===== config.mk =====
export PLATFORM = sky130hd
export DESIGN_NAME = signed_int_to_decimal_ascii
export DESIGN_NICKNAME = d
export VERILOG_FILES = /design/src/hw/rtl/i2dec_pkg.sv /design/src/hw/rtl/i2dec_dabble.sv /design/src/hw/rtl/signed_int_to_decimal_ascii.sv
export SDC_FILE = /design/constraint.sdc
export NUM_CORES = 1
export LEC_CHECK = 0
export CORE_UTILIZATION = 41
export DETAILED_ROUTE_END_ITERATION = 7
export DONT_BUFFER_PORTS = 1
export PLACE_DENSITY = 0.58
export RECOVER_POWER = 25
export REMOVE_ABC_BUFFERS = 1
export SETUP_SLACK_MARGIN = 0.02
export SLEW_MARGIN = 20
export SYNTH_ARGS = -nofsm -noshare
export SYNTH_HDL_FRONTEND = slang
export SYNTH_SLANG_ARGS = --single-unit
export TNS_END_PERCENT = 10

===== constraint.sdc =====
create_clock -name clk -period 4.1 [get_ports clk]
set_input_delay 0.205 -clock clk [delete_from_list [all_inputs] [get_ports clk]]
set_output_delay 0.205 -clock clk [all_outputs]
set_load 0.05 [all_outputs]

===== src/hw/rtl/i2dec_pkg.sv =====
// i2dec_pkg: shared types and constants for the signed integer to decimal
// ascii converter. No dependencies; used by every module of the block.
`timescale 1ns / 1ps

package i2dec_pkg;

  // field widths
  localparam int VALUE_W    = 32;
  localparam int CHAR_W     = 7;
  localparam int IN_DATA_W  = 32;
  localparam int OUT_DATA_W = 8;

  // bcd conversion geometry
  localparam int NUM_DIGITS = 10;
  localparam int DIGIT_W    = 4;
  localparam int IDX_W      = 4;
  localparam int STEP_BITS  = 4;
  localparam int NUM_STEPS  = VALUE_W / STEP_BITS;
  localparam int STEP_CNT_W = $clog2(NUM_STEPS);

  // character codes
  localparam logic [CHAR_W-1:0] CHAR_ZERO  = 7'd48;
  localparam logic [CHAR_W-1:0] CHAR_MINUS = 7'd45;

  // packed bcd register, digit 0 is the units place
  typedef logic [NUM_DIGITS-1:0][DIGIT_W-1:0] bcd_t;

  // sequencer states
  typedef enum logic [3:0] {
    ST_IDLE = 4'b0001,
    ST_CONV = 4'b0010,
    ST_FIND = 4'b0100,
    ST_EMIT = 4'b1000
  } state_t;

endpackage


===== src/hw/rtl/i2dec_dabble.sv =====
// i2dec_dabble: shift-and-add-3 step unit, folds four binary bits into a
// ten digit bcd accumulator. Depends on i2dec_pkg.
`timescale 1ns / 1ps

module i2dec_dabble (
  input  i2dec_pkg::bcd_t                       bcd_i,
  input  logic [i2dec_pkg::STEP_BITS-1:0]       bits_i,
  output i2dec_pkg::bcd_t                       bcd_o
);
  import i2dec_pkg::*;

  // four dependent adjust-and-shift passes, each over ten independent digits
  always_comb begin
    bcd_t                            acc;
    logic [NUM_DIGITS*DIGIT_W-1:0]   flat;
    acc = bcd_i;
    for (int s = 0; s < STEP_BITS; s++) begin
      for (int d = 0; d < NUM_DIGITS; d++) begin
        if (acc[d] >= 4'd5) begin
          acc[d] = acc[d] + 4'd3;
        end
      end
      flat = acc;
      acc  = bcd_t'({flat[NUM_DIGITS*DIGIT_W-2:0], bits_i[STEP_BITS-1-s]});
    end
    bcd_o = acc;
  end

endmodule


===== src/hw/rtl/signed_int_to_decimal_ascii.sv =====
// signed_int_to_decimal_ascii: top level, sequencer around the shared bcd
// step unit and the character output. Depends on i2dec_pkg, i2dec_dabble.
// Conversion: 8 passes of the shared shift-add-3 unit (4 bits per pass),
//   then a find step to locate the leading digit.
// Output: n = 1..11 characters per number, emitted at one per cycle while
//   out_tready is high; in_tready stays low until the last one is taken.
// Reset: synchronous active-low rst_n returns the sequencer to idle.
`timescale 1ns / 1ps

module signed_int_to_decimal_ascii (
  input  logic                               clk,
  input  logic                               rst_n,
  // in_tdata: value[31:0]
  input  logic [i2dec_pkg::IN_DATA_W-1:0]    in_tdata,
  input  logic                               in_tvalid,
  output logic                               in_tready,
  // out_tdata: char_code[6:0], zero[7]
  output logic [i2dec_pkg::OUT_DATA_W-1:0]   out_tdata,
  output logic                               out_tlast,
  output logic                               out_tvalid,
  input  logic                               out_tready
);
  import i2dec_pkg::*;

  state_t                  state_r, state_nxt;
  logic [VALUE_W-1:0]      bin_r, bin_nxt;
  bcd_t                    bcd_r, bcd_nxt;
  bcd_t                    bcd_step;
  logic [STEP_CNT_W-1:0]   cnt_r, cnt_nxt;
  logic [IDX_W-1:0]        idx_r, idx_nxt;
  logic [IDX_W-1:0]        msd_idx;
  logic                    sign_r, sign_nxt;
  logic [VALUE_W-1:0]      mag;
  logic [CHAR_W-1:0]       char_code;
  logic                    in_xact;
  logic                    out_xact;

  // shared conversion unit
  i2dec_dabble u_dabble (
    .bcd_i  (bcd_r),
    .bits_i (bin_r[VALUE_W-1 -: STEP_BITS]),
    .bcd_o  (bcd_step)
  );

  // magnitude of the input taken as unsigned
  assign mag = in_tdata[VALUE_W-1] ? (VALUE_W'(0) - in_tdata) : in_tdata;

  // leading nonzero digit, units place when the value is zero
  always_comb begin
    msd_idx = '0;
    for (int d = 0; d < NUM_DIGITS; d++) begin
      if (bcd_r[d] != '0) begin
        msd_idx = IDX_W'(d);
      end
    end
  end

  // handshake and output payload
  assign in_tready  = (state_r == ST_IDLE);
  assign out_tvalid = (state_r == ST_EMIT);
  assign in_xact    = in_tvalid && in_tready;
  assign out_xact   = out_tvalid && out_tready;
  assign char_code  = sign_r ? CHAR_MINUS : (CHAR_ZERO + CHAR_W'(bcd_r[idx_r]));
  assign out_tdata  = {1'b0, char_code};
  assign out_tlast  = !sign_r && (idx_r == '0);

  // sequencer
  always_comb begin
    state_nxt = state_r;
    bin_nxt   = bin_r;
    bcd_nxt   = bcd_r;
    cnt_nxt   = cnt_r;
    idx_nxt   = idx_r;
    sign_nxt  = sign_r;
    unique case (state_r)
      ST_IDLE: begin
        if (in_xact) begin
          bin_nxt   = mag;
          bcd_nxt   = '0;
          cnt_nxt   = '0;
          sign_nxt  = in_tdata[VALUE_W-1];
          state_nxt = ST_CONV;
        end
      end
      ST_CONV: begin
        bcd_nxt = bcd_step;
        bin_nxt = {bin_r[VALUE_W-STEP_BITS-1:0], {STEP_BITS{1'b0}}};
        cnt_nxt = cnt_r + 1'b1;
        if (cnt_r == STEP_CNT_W'(NUM_STEPS - 1)) begin
          state_nxt = ST_FIND;
        end
      end
      ST_FIND: begin
        idx_nxt   = msd_idx;
        state_nxt = ST_EMIT;
      end
      ST_EMIT: begin
        if (out_xact) begin
          if (sign_r) begin
            sign_nxt = 1'b0;
          end else if (idx_r == '0) begin
            state_nxt = ST_IDLE;
          end else begin
            idx_nxt = idx_r - 1'b1;
          end
        end
      end
      default: state_nxt = ST_IDLE;
    endcase
  end

  // control registers
  always_ff @(posedge clk) begin
    if (!rst_n) begin
      state_r <= ST_IDLE;
      cnt_r   <= '0;
      sign_r  <= 1'b0;
      idx_r   <= '0;
    end else begin
      state_r <= state_nxt;
      cnt_r   <= cnt_nxt;
      sign_r  <= sign_nxt;
      idx_r   <= idx_nxt;
    end
  end

  // datapath registers
  always_ff @(posedge clk) begin
    bin_r <= bin_nxt;
    bcd_r <= bcd_nxt;
  end

  // input and output never handshake-ready together
  a_no_overlap: assert property (@(posedge clk) disable iff (!rst_n)
    !(in_tready && out_tvalid))
    else $error("input ready while emitting");

  // first character appears once the conversion passes and the find step have followed the input transaction
  a_latency: assert property (@(posedge clk) disable iff (!rst_n)
    in_xact |-> ##10 out_tvalid)
    else $error("first character late");

  // final character is always a digit
  a_last_digit: assert property (@(posedge clk) disable iff (!rst_n)
    (out_tvalid && out_tlast) |-> (out_tdata[CHAR_W-1:0] >= CHAR_ZERO))
    else $error("last character not a digit");

  // minus sign is never the final character
  a_sign_not_last: assert property (@(posedge clk) disable iff (!rst_n)
    (out_tvalid && out_tdata[CHAR_W-1:0] == CHAR_MINUS) |-> !out_tlast)
    else $error("minus sign marked last");

  // a stalled digit index never moves
  a_idx_hold: assert property (@(posedge clk) disable iff (!rst_n)
    (out_tvalid && !out_tready) |=> $stable(idx_r) && $stable(sign_r))
    else $error("index moved under stall");

endmodule


==> run_results.csv <==
group,metric,value,unit
detailed_routing,wire_per_inst,14.80,um
timing,hold_violations,0,
synth,synth_ff_type,"edfxtp_1",
outcome,failed_checks,"capacitance limit, slew limit",
synth,synth.area.top_cells,"edfxtp_1, ha_1, o21ai_0",
die,die_area,21310,sq um
setup_path,critPathLaunch,"bcd_r[28]",
synth,syn_avg_cell_area,8.148,sq um
detailed_routing,avgViaCountPerCell,5.675,
setup_path,crit_path_start_kind,"flip-flop",
synth,ys_top_cells_by_count,"nand2_1, o21ai_0, a21oi_1, edfxtp_1, nor2_1",
power_and_ir_drop,powerDensity,781.3,nW/um^2
clock_tree,cts_root_buf,"clkbuf_16",
timing,relSlewSlack,-0.4917,
run,maxCapViolCount,1,
detailed_routing,vias,7434,
timing,fmax,263.9,MHz
synth,ys_warn_count,0,
placed_design,dpl_cell_area,8842,sq um
synth,yosys.area.top_type,"edfxtp_1",
detailed_routing,met1Wirelength,10070,um
global_route,grt_pass1_vias,6633,
global_route,track_usage,0.1835,
clock_tree,cts_setup_buffers,0,
setup_path,worstPathCellList,"inv_1 > ha_1 > nor2b_1 > or3_1 > nand2_1 > ha_1 > inv_1 > o21ai_0 > a211oi_2 > nor2_1 > inv_1 > ha_1 > o21bai_1 > a211oi_1 > a2bb2oi_1 > o21ai_0 > nor3b_1",
power_and_ir_drop,power.internal,3.648,mW
power_and_ir_drop,leakagePower,3.431,nW
placed_design,globalplace.congestion,0.7770,
synth,syn_inst,1043,
timing,rsz0062_at_grt,"true",
worst_hold_path,min_path_cells,2,
cells_and_area,syn_to_final_growth,8.083,%
clock_tree,cts_tree,"built",
clock_tree,htree_num_levels,3,
die,fp.coreArea,20300,sq um
clock_tree,cts_inserted_buffers,9,
global_route,grt_pass1_wl,32480,um
setup_path,arrival,3860,ps
timing,final_max_slew_viol_count,64,
placed_design,hpwl,14330,um
clock_tree,clockBufferDepth,2,
die,num_rows,52,
synth,yosysSeqAreaShare,0.2827,
setup_path,cp.depth,17,
synth,synth-seq-cells,84,
power_and_ir_drop,p_sw_frac,0.4917,
synth,async_flop_share,0,
timing,fin_hold_ws,24.15,ps
cells_and_area,postLayoutCellArea,9185,sq um
setup_path,reg2reg_depth,17,
placed_design,dp_cells,1293,
setup_path,worst_r2r_startpoint,"bcd_r[28]",
global_route,antenna_found_initial,0,
die,pin_count,47,
synth,synth_top_area_frac,0.2544,
synth,synth_enable_flop_cells,72,
clock_tree,cts_sinks,84,
detailed_routing,met2WireLength,8649,um
cells_and_area,drive_gt1_frac,0.08462,
clock_tree,clkTransAtPathRegs,70,ps
cells_and_area,regArea,2402,sq um
cells_and_area,fillers,2052,
worst_hold_path,min_from,"in_tdata[31]",
setup_path,cp-end-kind,"flip-flop",
global_route,grt_overflow,0,
detailed_routing,ant_nets,0,
detailed_routing,highest_layer,"met4",
timing,period_share,0.9241,
setup_path,slowest_stage,"edfxtp_1",
detailed_routing,wl,19390,um
setup_path,required,4180,ps
global_route,grt_max_degree,64,
cells_and_area,fin_cells,1310,
die,start_util,0.4186,
power_and_ir_drop,total_power,7.176,mW
setup_path,worst-path-buf-inv,3,
cells_and_area,diodes,0,
timing,setup_violations,0,
detailed_routing,drc,0,
die,fp.dieH,146.0,um
power_and_ir_drop,peakVddDrop,0.0002741,V
timing,setup-tns-final,0,ps
setup_path,max_stage_delay,460,ps
power_and_ir_drop,p_sw,3.529,mW
clock_tree,clk_latency,350,ps
cells_and_area,nets,1115,
setup_path,crit_fanout,7,
synth,syn_area,8498,sq um
timing,worst_pin_slew,2238,ps
detailed_routing,met3WireLength,539,um
die,die_x,146.0,um
cells_and_area,multiInputGateArea,5758,sq um
power_and_ir_drop,clkPwrFrac,0.120,
setup_path,critical_path.top_delay_family,"compound AO/OA/AOI/OAI gates",
detailed_routing,firstDrtPassIters,5,
power_and_ir_drop,combPwrFrac,0.692,
synth,synth_most_common_cell,"nand2_1",
timing,skew,8.133,ps
placed_design,portBuffers,0,
worst_hold_path,hold_path.class,"in2reg",
power_and_ir_drop,seqPwrFrac,0.188,
timing,finalCriticalPeriod,3789,ps
synth,synthDistinctLibCells,71,
detailed_routing,drtIter0Drc,465,
setup_path,critPathKind,"reg2reg",
outcome,status,"finished, violations left",
-- placed cells by master (no fill, tap or decap), types with 11 or more instances in the layout --
cell type and n:
nand2_1 109, xor2_1 32, ha_1 44, edfxtp_1 72
inv_1 60, nand2b_1 21, a211oi_1 21, xnor2_1 21
o21ai_0 106, buf_4 16, nor3b_1 15, mux2i_1 30
dfxtp_1 12, o211ai_1 14, nor3_1 31, a31oi_1 19
nor2_1 61, o21a_1 11, or3_1 20, a21oi_1 87
mux2_2 11, o31ai_1 11, a31o_2 11, nand3_1 22
-- worst reg2reg max path, stage by stage, from the launching register on --
cell,delay (ps)
edfxtp_1,460
inv_1,70
ha_1,260
nor2b_1,160
or3_1,360
nand2_1,140
ha_1,160
inv_1,40
o21ai_0,90
a211oi_2,120
nor2_1,260
inv_1,80
ha_1,230
o21bai_1,160
a211oi_1,370
a2bb2oi_1,310
o21ai_0,110
nor3b_1,140
-- power by group through the flow --
stage,clock network [mW],registers (mW),logic [mW]
2_1_floorplan,0,1.31,3.94
3_3_place_gp,0,1.37,4.82
3_5_place_dp,0,1.37,4.89
4_1_cts,0.880,1.35,4.91
5_1_grt,0.904,1.38,5.63
6_report,0.863,1.35,4.97
-- cells by family after synthesis --
logic type / share of synthesized area
AO/OA/AOI/OAI: 0.2840
XOR/XNOR: 0.05462
adder cells (fa/ha/maj): 0.06478
buffers and inverters: 0.04549
flip-flops: 0.2827
multiplexers: 0.07229
other: 0.0008837
AND/OR/NAND/NOR: 0.1952
-- path summary, 6_finish.rpt --
path / to / slack, ps
worst min register to register: cnt_r[1] / 480
worst min-delay path: sign_r / 20
worst max-delay path: bcd_r[36] / 310
worst max register to register: bcd_r[36] / 310
-- state kept, by name, indices dropped and copies added (netlist names) --
signal / flops
cnt_r: 3
bin_r: 32
idx_r: 4
bcd_r: 40
sign_r: 1
state_r: 4
-- timing repair --
item                       4_1_cts  5_1_grt
setup endpoints to repair        0       12
hold endpoints to repair        10        0
gates resized for setup          0        7
hold buffers                     1        0
-- final cells by class --
cell class,count,area share
clock buffers,9,0.02452
well taps,270,0.03678
repair buffers,19,0.01676
clock inverters,7,0.008582
multi-input cells,860,0.6269
inverters,61,0.02493
flip-flops and latches,84,0.2615
-- stage by stage --
| stage | setup WS (ps) | utilization |
|---|---|---|
| after floorplan | -461.2 | - |
| after global placement | 392.4 | 0.4356 |
| after detailed placement | 254.5 | 0.4356 |
| after CTS | 243.5 | 0.4511 |
| after global routing | -46.35 | 0.4525 |
| final | 311.4 | 0.4525 |
-- routing by layer --
metal  global-route usage  up-vias
met1               0.2672     3436
met4              0.03125        0
met3              0.02665       12
li1                     -     3890
met5                    0        -
met2               0.2907       96
Note: power is estimated with default switching activity, not from simulation.
